**config.mk**
```make
export PLATFORM = sky130hd
export DESIGN_NAME = udp_port_priority_classifier_top
export DESIGN_NICKNAME = d
export VERILOG_FILES = /design/src/hdl/upcp_pkg.sv /design/src/hdl/upcp_parser.sv /design/src/hdl/udp_port_priority_classifier_top.sv
export SDC_FILE = /design/constraint.sdc
export NUM_CORES = 1
export LEC_CHECK = 0
export ABC_AREA = 1
export BUFFER_PORTS_ARGS = -buffer_cell sky130_fd_sc_hd__buf_2
export CAP_MARGIN = 20
export CORE_MARGIN = 8
export CORE_UTILIZATION = 40
export CTS_CLUSTER_DIAMETER = 80
export CTS_CLUSTER_SIZE = 20
export DETAILED_ROUTE_END_ITERATION = 7
export GPL_ROUTABILITY_DRIVEN = 0
export PLACE_DENSITY = 0.6
export SYNTH_ARGS = -nofsm -noshare
export SYNTH_HDL_FRONTEND = slang
export SYNTH_SLANG_ARGS = --single-unit
```
**constraint.sdc**
```tcl
create_clock -name clk_i -period 4 [get_ports clk_i]
set_input_delay 0 -clock clk_i [delete_from_list [all_inputs] [get_ports clk_i]]
set_output_delay 0 -clock clk_i [all_outputs]
set_load 0.005 [all_outputs]
```
**src/hdl/upcp_pkg.sv**
```systemverilog
// ----------------------------------------------------------------------------
// upcp_pkg
// Shared types and constants for the UDP port priority classifier.
// ----------------------------------------------------------------------------
package upcp_pkg;

  // Header limits
  localparam logic [1:0]  MaxVlanTags   = 2'd2;
  localparam logic [2:0]  MaxExtChain   = 3'd6;
  localparam logic [15:0] MaxFrameBytes = 16'd65535;
  localparam logic [15:0] PortReset     = 16'd8081;

  // EtherTypes
  localparam logic [15:0] EthVlanQ  = 16'h8100;
  localparam logic [15:0] EthVlanAd = 16'h88A8;
  localparam logic [15:0] EthIpv4   = 16'h0800;
  localparam logic [15:0] EthIpv6   = 16'h86DD;

  // IP protocol numbers
  localparam logic [15:0] ProtoHopByHop = 16'd0;
  localparam logic [15:0] ProtoDestOpts = 16'd60;
  localparam logic [15:0] ProtoRouting  = 16'd43;
  localparam logic [15:0] ProtoMobility = 16'd135;
  localparam logic [15:0] ProtoAuth     = 16'd51;
  localparam logic [15:0] ProtoFragment = 16'd44;
  localparam logic [15:0] ProtoUdp      = 16'd17;

  // Priority codes
  localparam logic [1:0] PrioLow   = 2'd0;
  localparam logic [1:0] PrioEqual = 2'd1;
  localparam logic [1:0] PrioHigh  = 2'd2;

  typedef enum logic [2:0] {
    PhEth   = 3'd0,
    PhVlan  = 3'd1,
    PhIpv4  = 3'd2,
    PhV4Opt = 3'd3,
    PhIpv6  = 3'd4,
    PhExt   = 3'd5,
    PhSkip  = 3'd6,
    PhUdp   = 3'd7
  } phase_e;

  typedef enum logic [1:0] {
    VerdNone   = 2'd0,
    VerdDrop   = 2'd1,
    VerdAccept = 2'd2
  } verdict_e;

  // Frame verdict handed from parser to the top level
  typedef struct packed {
    logic        accept;
    logic [15:0] udp_port;
  } parse_res_t;

endpackage

```
**src/hdl/upcp_parser.sv**
```systemverilog
// ----------------------------------------------------------------------------
// upcp_parser
// Byte-serial header walker: Ethernet, VLAN tags, IPv4 or IPv6 with
// extension chain, then UDP. Produces the verdict for the final byte.
// ----------------------------------------------------------------------------
module upcp_parser (
  input  logic                  clk_i,
  input  logic                  rst_ni,
  input  logic                  byte_valid_i,
  input  logic [7:0]            data_byte_i,
  input  logic                  end_of_frame_i,
  output upcp_pkg::parse_res_t  res_o
);
  import upcp_pkg::*;

  logic [15:0] offset_q, offset_d;
  phase_e      phase_q, phase_d;
  logic [10:0] skip_q, skip_d;
  logic [15:0] nxt_type_q, nxt_type_d;
  logic [1:0]  vlan_cnt_q, vlan_cnt_d;
  logic [2:0]  ext_cnt_q, ext_cnt_d;
  logic [15:0] shift_q, shift_d;
  logic [15:0] port_q, port_d;
  verdict_e    verd_q, verd_d;

  logic        disp_eth;
  logic        disp_ip6;
  logic        is_ext;
  logic [3:0]  ihl;
  logic [11:0] ext_total;

  assign ihl = shift_q[3:0];

  // Next frame state for one byte
  always_comb begin
    offset_d   = offset_q;
    phase_d    = phase_q;
    skip_d     = skip_q;
    nxt_type_d = nxt_type_q;
    vlan_cnt_d = vlan_cnt_q;
    ext_cnt_d  = ext_cnt_q;
    shift_d    = shift_q;
    port_d     = port_q;
    verd_d     = verd_q;
    disp_eth   = 1'b0;
    disp_ip6   = 1'b0;
    is_ext     = 1'b0;
    ext_total  = 12'd0;

    // oversize frame forces a drop
    if (offset_q == MaxFrameBytes) begin
      verd_d = VerdDrop;
    end else begin
      offset_d = offset_q + 16'd1;
    end

    if (verd_d == VerdNone) begin
      unique case (phase_q)
        PhEth: begin
          skip_d = skip_q + 11'd1;
          if (skip_q == 11'd12) begin
            shift_d = {data_byte_i, 8'h00};
          end else if (skip_q == 11'd13) begin
            nxt_type_d = {shift_q[15:8], data_byte_i};
            disp_eth   = 1'b1;
          end
        end
        PhVlan: begin
          skip_d = skip_q + 11'd1;
          if (skip_q == 11'd2) begin
            shift_d = {data_byte_i, 8'h00};
          end else if (skip_q == 11'd3) begin
            nxt_type_d = {shift_q[15:8], data_byte_i};
            vlan_cnt_d = vlan_cnt_q + 2'd1;
            disp_eth   = 1'b1;
          end
        end
        PhIpv4: begin
          skip_d = skip_q + 11'd1;
          if (skip_q == 11'd0) begin
            shift_d = {12'd0, data_byte_i[3:0]};
          end else if (skip_q == 11'd9) begin
            nxt_type_d = {8'd0, data_byte_i};
          end else if (skip_q == 11'd19) begin
            if (ihl < 4'd5 || nxt_type_q != ProtoUdp) begin
              verd_d = VerdDrop;
            end else if (ihl == 4'd5) begin
              phase_d = PhUdp;
              skip_d  = 11'd0;
            end else begin
              phase_d = PhV4Opt;
              skip_d  = {5'd0, ihl - 4'd5, 2'b00};
            end
          end
        end
        PhV4Opt: begin
          skip_d = skip_q - 11'd1;
          if (skip_d == 11'd0) begin
            phase_d = PhUdp;
          end
        end
        PhIpv6: begin
          skip_d = skip_q + 11'd1;
          if (skip_q == 11'd6) begin
            nxt_type_d = {8'd0, data_byte_i};
          end else if (skip_q == 11'd39) begin
            disp_ip6 = 1'b1;
          end
        end
        PhExt: begin
          skip_d = skip_q + 11'd1;
          if (skip_q == 11'd0) begin
            shift_d = {8'd0, data_byte_i};
          end else begin
            if (nxt_type_q == ProtoAuth) begin
              ext_total = ({4'd0, data_byte_i} + 12'd2) << 2;
            end else if (nxt_type_q == ProtoFragment) begin
              ext_total = 12'd8;
            end else begin
              ext_total = ({4'd0, data_byte_i} + 12'd1) << 3;
            end
            nxt_type_d = {8'd0, shift_q[7:0]};
            ext_cnt_d  = ext_cnt_q + 3'd1;
            phase_d    = PhSkip;
            skip_d     = 11'(ext_total - 12'd2);
          end
        end
        PhSkip: begin
          skip_d = skip_q - 11'd1;
          if (skip_d == 11'd0) begin
            disp_ip6 = 1'b1;
          end
        end
        PhUdp: begin
          skip_d = skip_q + 11'd1;
          if (skip_q == 11'd2) begin
            port_d = {data_byte_i, 8'h00};
          end else if (skip_q == 11'd3) begin
            port_d = {port_q[15:8], data_byte_i};
          end else if (skip_q == 11'd4) begin
            shift_d = {data_byte_i, 8'h00};
          end else if (skip_q == 11'd5) begin
            shift_d = {shift_q[15:8], data_byte_i};
          end else if (skip_q == 11'd7) begin
            verd_d = (shift_q >= 16'd8) ? VerdAccept : VerdDrop;
          end
        end
      endcase
    end

    // EtherType dispatch after the Ethernet header or a tag
    if (disp_eth) begin
      priority if ((nxt_type_d == EthVlanQ || nxt_type_d == EthVlanAd) &&
                   vlan_cnt_d < MaxVlanTags) begin
        phase_d = PhVlan;
        skip_d  = 11'd0;
      end else if (nxt_type_d == EthIpv4) begin
        phase_d = PhIpv4;
        skip_d  = 11'd0;
      end else if (nxt_type_d == EthIpv6) begin
        phase_d = PhIpv6;
        skip_d  = 11'd0;
      end else begin
        verd_d = VerdDrop;
      end
    end

    // IPv6 next-header dispatch
    is_ext = (nxt_type_d == ProtoHopByHop) || (nxt_type_d == ProtoDestOpts) ||
             (nxt_type_d == ProtoRouting)  || (nxt_type_d == ProtoMobility) ||
             (nxt_type_d == ProtoAuth)     || (nxt_type_d == ProtoFragment);
    if (disp_ip6) begin
      priority if (is_ext) begin
        if (ext_cnt_d + 3'd1 < MaxExtChain) begin
          phase_d = PhExt;
          skip_d  = 11'd0;
        end else begin
          verd_d = VerdDrop;
        end
      end else if (nxt_type_d == ProtoUdp) begin
        phase_d = PhUdp;
        skip_d  = 11'd0;
      end else begin
        verd_d = VerdDrop;
      end
    end

    // verdict for the final byte, taken before the frame clear
    res_o.accept   = (verd_d == VerdAccept);
    res_o.udp_port = port_d;

    // final byte returns the frame state to reset
    if (end_of_frame_i) begin
      offset_d   = 16'd0;
      phase_d    = PhEth;
      skip_d     = 11'd0;
      nxt_type_d = 16'd0;
      vlan_cnt_d = 2'd0;
      ext_cnt_d  = 3'd0;
      shift_d    = 16'd0;
      port_d     = 16'd0;
      verd_d     = VerdNone;
    end
  end

  // Frame state registers
  always_ff @(posedge clk_i or negedge rst_ni) begin
    if (!rst_ni) begin
      offset_q   <= 16'd0;
      phase_q    <= PhEth;
      skip_q     <= 11'd0;
      nxt_type_q <= 16'd0;
      vlan_cnt_q <= 2'd0;
      ext_cnt_q  <= 3'd0;
      shift_q    <= 16'd0;
      port_q     <= 16'd0;
      verd_q     <= VerdNone;
    end else if (byte_valid_i) begin
      offset_q   <= offset_d;
      phase_q    <= phase_d;
      skip_q     <= skip_d;
      nxt_type_q <= nxt_type_d;
      vlan_cnt_q <= vlan_cnt_d;
      ext_cnt_q  <= ext_cnt_d;
      shift_q    <= shift_d;
      port_q     <= port_d;
      verd_q     <= verd_d;
    end
  end

  // tag and extension counters never pass their limits
  a_vlan_cap: assert property (@(posedge clk_i) disable iff (!rst_ni)
    vlan_cnt_q <= MaxVlanTags) else $error("vlan count over limit");
  a_ext_cap: assert property (@(posedge clk_i) disable iff (!rst_ni)
    ext_cnt_q < MaxExtChain) else $error("extension count over limit");
  // accepted final byte leaves a cleared frame
  a_frame_clear: assert property (@(posedge clk_i) disable iff (!rst_ni)
    byte_valid_i && end_of_frame_i |=> offset_q == 16'd0 && verd_q == VerdNone)
    else $error("frame state not cleared");

endmodule

```
**src/hdl/udp_port_priority_classifier_top.sv**
```systemverilog
// ----------------------------------------------------------------------------
// udp_port_priority_classifier_top
// Classifies Ethernet frames by UDP destination port, one byte per cycle while in_ready_o is high.
// ----------------------------------------------------------------------------
// Usage:
//   Input channel (in_valid_i/in_ready_o) carries one frame byte per word,
//   with end_of_frame_i on the last byte. Every accepted word updates the
//   parser registers in that cycle; a word is taken in every cycle that in_ready_o is high.
//   Only the word marked end_of_frame produces a result: forward_o and
//   priority_res_o (0 below priority_port, 1 equal, 2 above; 0 on drop)
//   appear on out_valid_o in the cycle after that word is accepted.
//   The result sits in an output register. Input words are taken while it
//   is empty or being taken the same cycle; if the receiver holds
//   out_ready_i low, in_ready_o drops until the result is taken.
//   Throughput: one byte per cycle while in_ready_o is high.
//   Config channel (cfg_valid_i/cfg_ready_o) writes priority_port and is
//   always ready; write it only while no frame is in flight.
//   Reset clears all frame state and the output register; priority_port
//   returns to 8081.
// ----------------------------------------------------------------------------
module udp_port_priority_classifier_top (
  input  logic        clk_i,
  input  logic        rst_ni,
  // byte input
  input  logic        in_valid_i,
  output logic        in_ready_o,
  input  logic [7:0]  data_byte_i,
  input  logic        end_of_frame_i,
  // verdict output
  output logic        out_valid_o,
  input  logic        out_ready_i,
  output logic        forward_o,
  output logic [1:0]  priority_res_o,
  // configuration
  input  logic        cfg_valid_i,
  output logic        cfg_ready_o,
  input  logic [15:0] priority_port_i
);
  import upcp_pkg::*;

  logic        in_fire;
  logic        cfg_fire;
  parse_res_t  res;
  logic [15:0] prio_port_q;
  logic        out_valid_q, out_valid_d;
  logic        fwd_q, fwd_d;
  logic [1:0]  prio_q, prio_d;

  assign in_ready_o  = !out_valid_q || out_ready_i;
  assign in_fire     = in_valid_i && in_ready_o;
  assign cfg_ready_o = 1'b1;
  assign cfg_fire    = cfg_valid_i;

  upcp_parser u_parser (
    .clk_i          (clk_i),
    .rst_ni         (rst_ni),
    .byte_valid_i   (in_fire),
    .data_byte_i    (data_byte_i),
    .end_of_frame_i (end_of_frame_i),
    .res_o          (res)
  );

  // Priority register
  always_ff @(posedge clk_i or negedge rst_ni) begin
    if (!rst_ni) begin
      prio_port_q <= PortReset;
    end else if (cfg_fire) begin
      prio_port_q <= priority_port_i;
    end
  end

  // Result word: compare port against the priority register
  always_comb begin
    fwd_d  = res.accept;
    prio_d = PrioLow;
    if (res.accept) begin
      priority if (res.udp_port == prio_port_q) begin
        prio_d = PrioEqual;
      end else if (res.udp_port > prio_port_q) begin
        prio_d = PrioHigh;
      end else begin
        prio_d = PrioLow;
      end
    end
    out_valid_d = out_valid_q && !out_ready_i;
    if (in_fire && end_of_frame_i) begin
      out_valid_d = 1'b1;
    end
  end

  // Output register
  always_ff @(posedge clk_i or negedge rst_ni) begin
    if (!rst_ni) begin
      out_valid_q <= 1'b0;
    end else begin
      out_valid_q <= out_valid_d;
    end
  end

  always_ff @(posedge clk_i) begin
    if (in_fire && end_of_frame_i) begin
      fwd_q  <= fwd_d;
      prio_q <= prio_d;
    end
  end

  assign out_valid_o    = out_valid_q;
  assign forward_o      = fwd_q;
  assign priority_res_o = prio_q;

  // a final byte always yields a result next cycle
  a_last_gives_word: assert property (@(posedge clk_i) disable iff (!rst_ni)
    in_fire && end_of_frame_i |=> out_valid_o) else $error("missing result");
  // a middle byte never yields a result
  a_no_spurious: assert property (@(posedge clk_i) disable iff (!rst_ni)
    in_fire && !end_of_frame_i && !(out_valid_o && !out_ready_i) |=> !out_valid_o)
    else $error("spurious result");
  // dropped frames carry priority zero
  a_drop_prio: assert property (@(posedge clk_i) disable iff (!rst_ni)
    out_valid_o && !forward_o |-> priority_res_o == PrioLow)
    else $error("priority on dropped frame");
  // priority code stays in range
  a_prio_range: assert property (@(posedge clk_i) disable iff (!rst_ni)
    out_valid_o |-> priority_res_o != 2'd3) else $error("bad priority code");
  // configuration write lands in the register
  a_cfg_write: assert property (@(posedge clk_i) disable iff (!rst_ni)
    cfg_fire |=> prio_port_q == $past(priority_port_i))
    else $error("priority port not written");

endmodule
```
Word-level counts from Yosys, hierarchy flattened
Index checks and enable logic that the tools add are counted.
{"block": "op_classes", "n_bitwise": 1, "n_lt_le_gt_ge": 5, "n_addsub": 10, "n_eq_ne": 44, "n_mux": 114, "reduce_logical": 27}
{"op": "$mux 16", "n": 25}
{"op": "$mux 11", "n": 20}
{"op": "$pmux 16 s5", "n": 2}
{"op": "$eq 16x6->1 const B", "n": 6}
{"op": "$eq 16x16->1 const B", "n": 4}
{"op": "$mux 3", "n": 21}
{"op": "$mux 2", "n": 27}
{"op": "$eq 11x3->1 const B", "n": 4}
{"op": "$pmux 11 s4", "n": 1}
{"op": "$eq 11x4->1 const B", "n": 3}
{"op": "$eq 11x2->1 const B", "n": 2}
{"op": "$logic_not 11->1", "n": 2}
{"op": "$reduce_and 10->1", "n": 2}
{"op": "$add 16x1->16 const B", "n": 1}
{"op": "$eq 16x12->1 const B", "n": 1}
{"op": "$eq 16x16->1", "n": 1}
{"op": "$eq 16x5->1 const B", "n": 1}
{"op": "$eq 16x8->1 const B", "n": 1}
{"op": "$ge 16x4->1 const B", "n": 1}
{"op": "$gt 16x16->1", "n": 1}
{"op": "$logic_not 16->1", "n": 1}
{"op": "$mux 8", "n": 2}
{"op": "$ne 16x5->1 const B", "n": 1}
{"op": "$ne 3x2->1 const B", "n": 5}
{"op": "other kinds (37)", "n": 66}
{"block": "totals", "wordCells": 216, "input_bits": 30, "out_inout_bits": 6, "reg_bits": 105}

Depth between registers and ports, before layout
{"block": "depth", "word_depth": 19, "mapped_depth": 24, "ltp_nobuf": 24}

Cells and area by module
From an unflattened synthesis, not the netlist that was laid out.
{"block": "unflattened", "hier_cells": 1259, "hier_area_um2": 8478.1}
{"mod": "upcp_parser", "instances": 1, "area_each_um2": 7268.2, "seq_area_each_um2": 2127.0, "cells_per_inst": 1113}
{"mod": "udp_port_priority_classifier_top", "instances": 1, "area_each_um2": 1209.9, "seq_area_each_um2": 525.5, "cells_per_inst": 146}

Least setup slack after synthesis
No wires, ideal clock.
{"block": "synth_timing", "path_kind": "flip-flop to flip-flop", "start": "register u_parser.offset_q[0]", "end": "register prio_q[1] (netlist: priority_res_o[1]), data pin", "path_stages_with_launch": 22, "synth_period_minus_slack_ns": 3.135, "path_buffers": 0, "arrival_ns": 2.997, "slack_ns": 0.865, "t_required_ns": 3.862, "setup_time_ns": 0.138, "path_cell_list": "dfrtp_1 ha_1 nand2_1 nor2_1 nand4_1 nand3b_2 nor2_1 inv_1 nor2_1 inv_1 a21oi_1 o21ai_0 ha_1 nor2_1 nor2_1 o21a_1 o21a_1 o21ai_0 nand2_1 a31oi_1 o21ai_0 nor2_1"}
{"block": "synth_between", "elab_chain_len": 19, "word_cells_on_any_way": 55, "cone_classes": "add/sub: 1; order compare: 3; eq/ne: 13; mux: 27; bitwise: 1; reduce/logical: 10"}
{"item": "from (decl)", "line": "upcp_parser.sv:16", "rtl": "logic [15:0] offset_q, offset_d;"}
{"item": "from (signal assigned)", "line": "upcp_parser.sv:219", "rtl": "offset_q <= offset_d;"}
{"item": "$eq 16x16->1 *", "line": "upcp_parser.sv:51", "rtl": "if (offset_q == MaxFrameBytes) begin"}
{"item": "$mux 2 *", "line": "upcp_parser.sv:51"}
{"item": "$mux 2", "line": "upcp_parser.sv:144", "rtl": "end else if (skip_q == 11'd7) begin"}
{"item": "$mux 2", "line": "upcp_parser.sv:142", "rtl": "end else if (skip_q == 11'd5) begin"}
{"item": "$mux 2", "line": "upcp_parser.sv:140", "rtl": "end else if (skip_q == 11'd4) begin"}
{"item": "$mux 2", "line": "upcp_parser.sv:138", "rtl": "end else if (skip_q == 11'd3) begin"}
{"item": "$mux 2", "line": "upcp_parser.sv:136", "rtl": "if (skip_q == 11'd2) begin"}
{"item": "$pmux 2 s2", "line": "upcp_parser.sv:58", "rtl": "unique case (phase_q)"}
{"item": "[3 not listed]"}
{"item": "$mux 2", "line": "upcp_parser.sv:153", "rtl": "priority if ((nxt_type_d == EthVlanQ || nxt_type_d == EthVlanAd) &&"}
{"item": "$mux 2", "line": "upcp_parser.sv:152", "rtl": "if (disp_eth) begin"}
{"item": "$mux 2, on equally long branches", "line": "upcp_parser.sv:180, upcp_parser.sv:174"}
{"item": "$mux 2", "line": "upcp_parser.sv:173", "rtl": "priority if (is_ext) begin"}
{"item": "$mux 2", "line": "upcp_parser.sv:172", "rtl": "if (disp_ip6) begin"}
{"item": "$eq 2x2->1", "line": "upcp_parser.sv:189", "rtl": "res_o.accept = (verd_d == VerdAccept);"}
{"item": "$not 1->1 (no source line)"}
{"item": "$reduce_or 2->1 (no source line)"}
{"item": "to (signal assigned)", "line": "udp_port_priority_classifier_top.sv:103", "rtl": "prio_q <= prio_d;"}
{"item": "to (decl)", "line": "udp_port_priority_classifier_top.sv:47", "rtl": "logic [1:0] prio_q, prio_d;"}
Every way passes the cells marked *; elsewhere a longest branch is shown, timed or not.
A chain may end at the register's enable or synchronous reset.

Worst setup path after layout
Same ends and word-level chain as after synthesis.

==> results.py <==
metrics = {
    "synthesis": {
        "seq_area_frac_synth_pct": 31.5,
        "synth-seq-cells": 105,
        "yosysWarnings": 0,
        "synthArstFlopShare_pct": 97.1,
        "yosys_most_used_dff": "dfrtp_1",
        "synth_area_leaders": "dfrtp_1, nand2_1, inv_1",
        "yosys.area.top_type": "dfrtp_1",
        "synthesis.area_sq_mm": 0.00842,
        "syn_avg_cell_area_sq_um": 6.72,
        "synth_top_area_share_pct": 27.9,
        "syn_nets": 1313,
        "synth_cell_type_count": 55,
        "syn-instance-count": 1253,
        "synth-edff-count": 3,
    },
    "sta": {
        "finalMaxSlewViolations": 0,
        "rsz0062_at_grt": "no",
        "slew_headroom_pct": 42.7,
        "post-route-period-util_pct": 89.8,
        "period_minus_slack_ns": 3.59,
        "setup_tns_ns": 0,
        "whs_ns": 0.0293,
        "max_freq_mhz": 278,
        "worstMarginPinSlew_ns": 0.857,
        "setup_viol": 0,
        "finalHoldViolCount": 0,
        "fin_skew_ns": 0.00841,
    },
    "clock_network": {
        "cts_tree": "done",
        "cts_buffers": 9,
        "h-tree-depth": 3,
        "cts_root_buf": "clkbuf_16",
        "clock_latency_ns": 0.36,
        "clock_path_buffers": 2,
        "post-cts-setup-buffers": 0,
        "clkTransAtPathRegs_ns": 0.08,
        "cts_sinks": 105,
    },
    "floorplan": {
        "start_util_pct": 40.4,
        "die-height_microns": 161,
        "io_pins": 36,
        "dieWidth_microns": 161,
        "die-area_sq_mm": 0.0260,
        "coreArea_sq_mm": 0.0208,
        "rows": 53,
    },
    "final_layout": {
        "nets": 1356,
        "final_cell_mix": "nand2_1, inv_1, nor2_1",
        "area_growth_syn_to_layout_pct": 11.3,
        "nFillCells": 2154,
        "drive_above_1_share_pct": 10.1,
        "multi_input_area_sq_mm": 0.00494,
        "instances_no_fill": 1576,
        "final_common_cell": "nand2_1",
        "antennaDiodeCount": 0,
        "regArea_sq_mm": 0.00265,
    },
    "hold_path": {
        "min_from": "data_byte_i[2]",
        "hold_path_class": "in2reg",
    },
    "critical_path": {
        "critical_path_required_ns": 4.23,
        "path_class": "reg2reg",
        "cp_slowest_cell": "dfrtp_1",
        "crit_path_end_kind": "flop",
        "cp.arrival_ns": 3.82,
        "startpoint": "u_parser.offset_q[0]$_DFFE_PN0P_",
        "crit_chain": "ha_1, nand2_1, nor2_1, nand4_1, nand3b_2, nor2_1, inv_1, nor2_1, inv_1, a21oi_1, o21ai_0, ha_1, nor2_1, nor2_1, o21a_1, o21a_1, o21ai_0, nand2_1, a31oi_1, o21ai_0, nor2_1",
        "critPathMaxFanout": 9,
        "slowest_delay_ns": 0.41,
        "crit_top_cell": "nor2_1",
        "start_kind": "flop",
        "timing.rr.start": "u_parser.offset_q[0]$_DFFE_PN0P_",
    },
    "detailed_routing": {
        "avgRoutedWirePerCell_microns": 16.6,
        "drcViolationCount": 0,
        "num_vias": 8603,
        "drt_pass1_iterations": 5,
        "drt_iter0_drc": 885,
        "ant_nets": 0,
        "routed_wl_microns": 26100,
        "vias_per_cell": 5.46,
    },
    "status": {
        "outcome": "completed",
    },
    "global_route": {
        "grt_max_degree": 77,
        "grt_pass1_wl_microns": 41800,
        "first_global_vias": 7945,
        "antenna_found_initial": 0,
        "gr-total-overflow": 0,
        "grt_use_total_pct": 19.8,
    },
    "placed_design": {
        "hpwlAfterDp_microns": 19600,
        "post-place-cells": 1539,
        "io_buffer_count": 34,
    },
    "power": {
        "p_per_area_mw_per_mm2": 347,
        "totalPowerFinal_mw": 3.25,
        "peakVddDrop_v": 0.000229,
        "leakagePower_nw": 4.61,
    },
    "job": {
        "maxCapViolCount": 0,
    },
}
-- stage by stage --
stage / area [sq um] / worst slack [ns] / utilization [%]
after floorplan: 8420 / 0.865 / -
after global routing: 9370 / 0.0654 / 45.0
after global placement: 8850 / 0.516 / 42.5
after detailed placement: 8850 / 0.418 / 42.5
after CTS: 9340 / 0.397 / 44.9
final: 9370 / 0.406 / 45.0
-- cell usage after synthesis (all sizes together), types with 2 or more instances --
library cell / count
nand2: 306
inv: 169
nor2: 154
nand3: 108
o21ai: 107
dfrtp: 94
a21oi: 53
nand4: 39
o22ai: 32
ha: 30
xor2: 26
clkbuf: 25
nor3: 24
buf: 12
o21a: 10
a31oi: 9
dfstp: 8
a211oi: 7
nor4: 6
nand3b: 5
a22o: 4
edfxtp: 3
o211ai: 3
o31ai: 2
o32ai: 2
xnor2: 2
-- power by group --
| group | total (mW) | switching, mW | internal, mW | leakage [nW] |
|---|---|---|---|---|
| Sequential | 1.24 | 0.0932 | 1.15 | 1.39 |
| Combinational | 1.10 | 0.771 | 0.331 | 3.07 |
| Clock | 0.906 | 0.467 | 0.439 | 0.142 |
-- cells by family (layout without fill, tap and decap cells) --
kind of cell / Yosys count / in the layout / share of synthesized area (%)
AOI/OAI and AO/OA: 235 / 235 / 16.2
xor gates and xnor gates: 28 / 28 / 2.91
adders and majority gates: 30 / 30 / 4.46
buffers and inverters: 207 / 255 / 9.82
DFF: 105 / 105 / 31.5
muxes: 1 / 1 / 0.134
other: 1 / 1 / 0.0445
and+or+nand+nor: 646 / 646 / 34.9
-- cell type report --
cell class                 count  area share [%]
multi-input combinational    941            52.7
sequential                   105            28.3
inverter                     170            6.81
timing repair buffer          69            5.40
tap                          275            3.67
clock buffer                  10            2.44
clock inverter                 6           0.628
-- layer usage --
metal | GRT usage [%] | part of all wire (%) | routed length, microns
met5 | 0 | 0 | 0
met4 | 7.53 | 3.0 | 771
met3 | 2.14 | 5.0 | 1310
met2 | 31.5 | 45 | 11800
met1 | 27.3 | 47 | 12200
-- sequential cells by signal, indices dropped and copies added, names as in the netlist --
name / cells
forward_o: 1
u_parser.verd_q: 2
prio_port_q: 16
u_parser.shift_q: 16
u_parser.skip_q: 11
u_parser.nxt_type_q: 16
u_parser.vlan_cnt_q: 2
u_parser.phase_q: 3
priority_res_o: 2
out_valid_o: 1
u_parser.ext_cnt_q: 3
u_parser.port_q: 16
u_parser.offset_q: 16
-- critical path: cells and delay by family (launching register included) --
kind                       cells  cell delay [ns]
adders and majority gates      2             0.43
AOI/OAI and AO/OA              7             0.97
DFF                            1             0.41
buffers and inverters          2             0.30
and+or+nand+nor               10             1.33
-- timing repair --
item / CTS / global route
hold buffers: 20 / 0
endpoints found under the hold margin: 87 / 0
gates resized for setup: 0 / 0
-- path summary, 6_finish.rpt --
kind	endpoint	slack (ns)	cells after the start
min reg2reg	u_parser.port_q[15]$_DFFE_PN0P_	0.49	2
min	u_parser.shift_q[2]$_DFFE_PN0P_	0.03	3
max in group asynchronous	u_parser.skip_q[4]$_DFFE_PN0P_	3.02	4
min in group asynchronous	prio_port_q[12]$_DFFE_PN1P_	0.18	2
max reg2reg	priority_res_o[1]$_SDFFCE_PP0P_	0.41	21
max	priority_res_o[1]$_SDFFCE_PP0P_	0.41	21
Power figures use the tool's default switching activity.
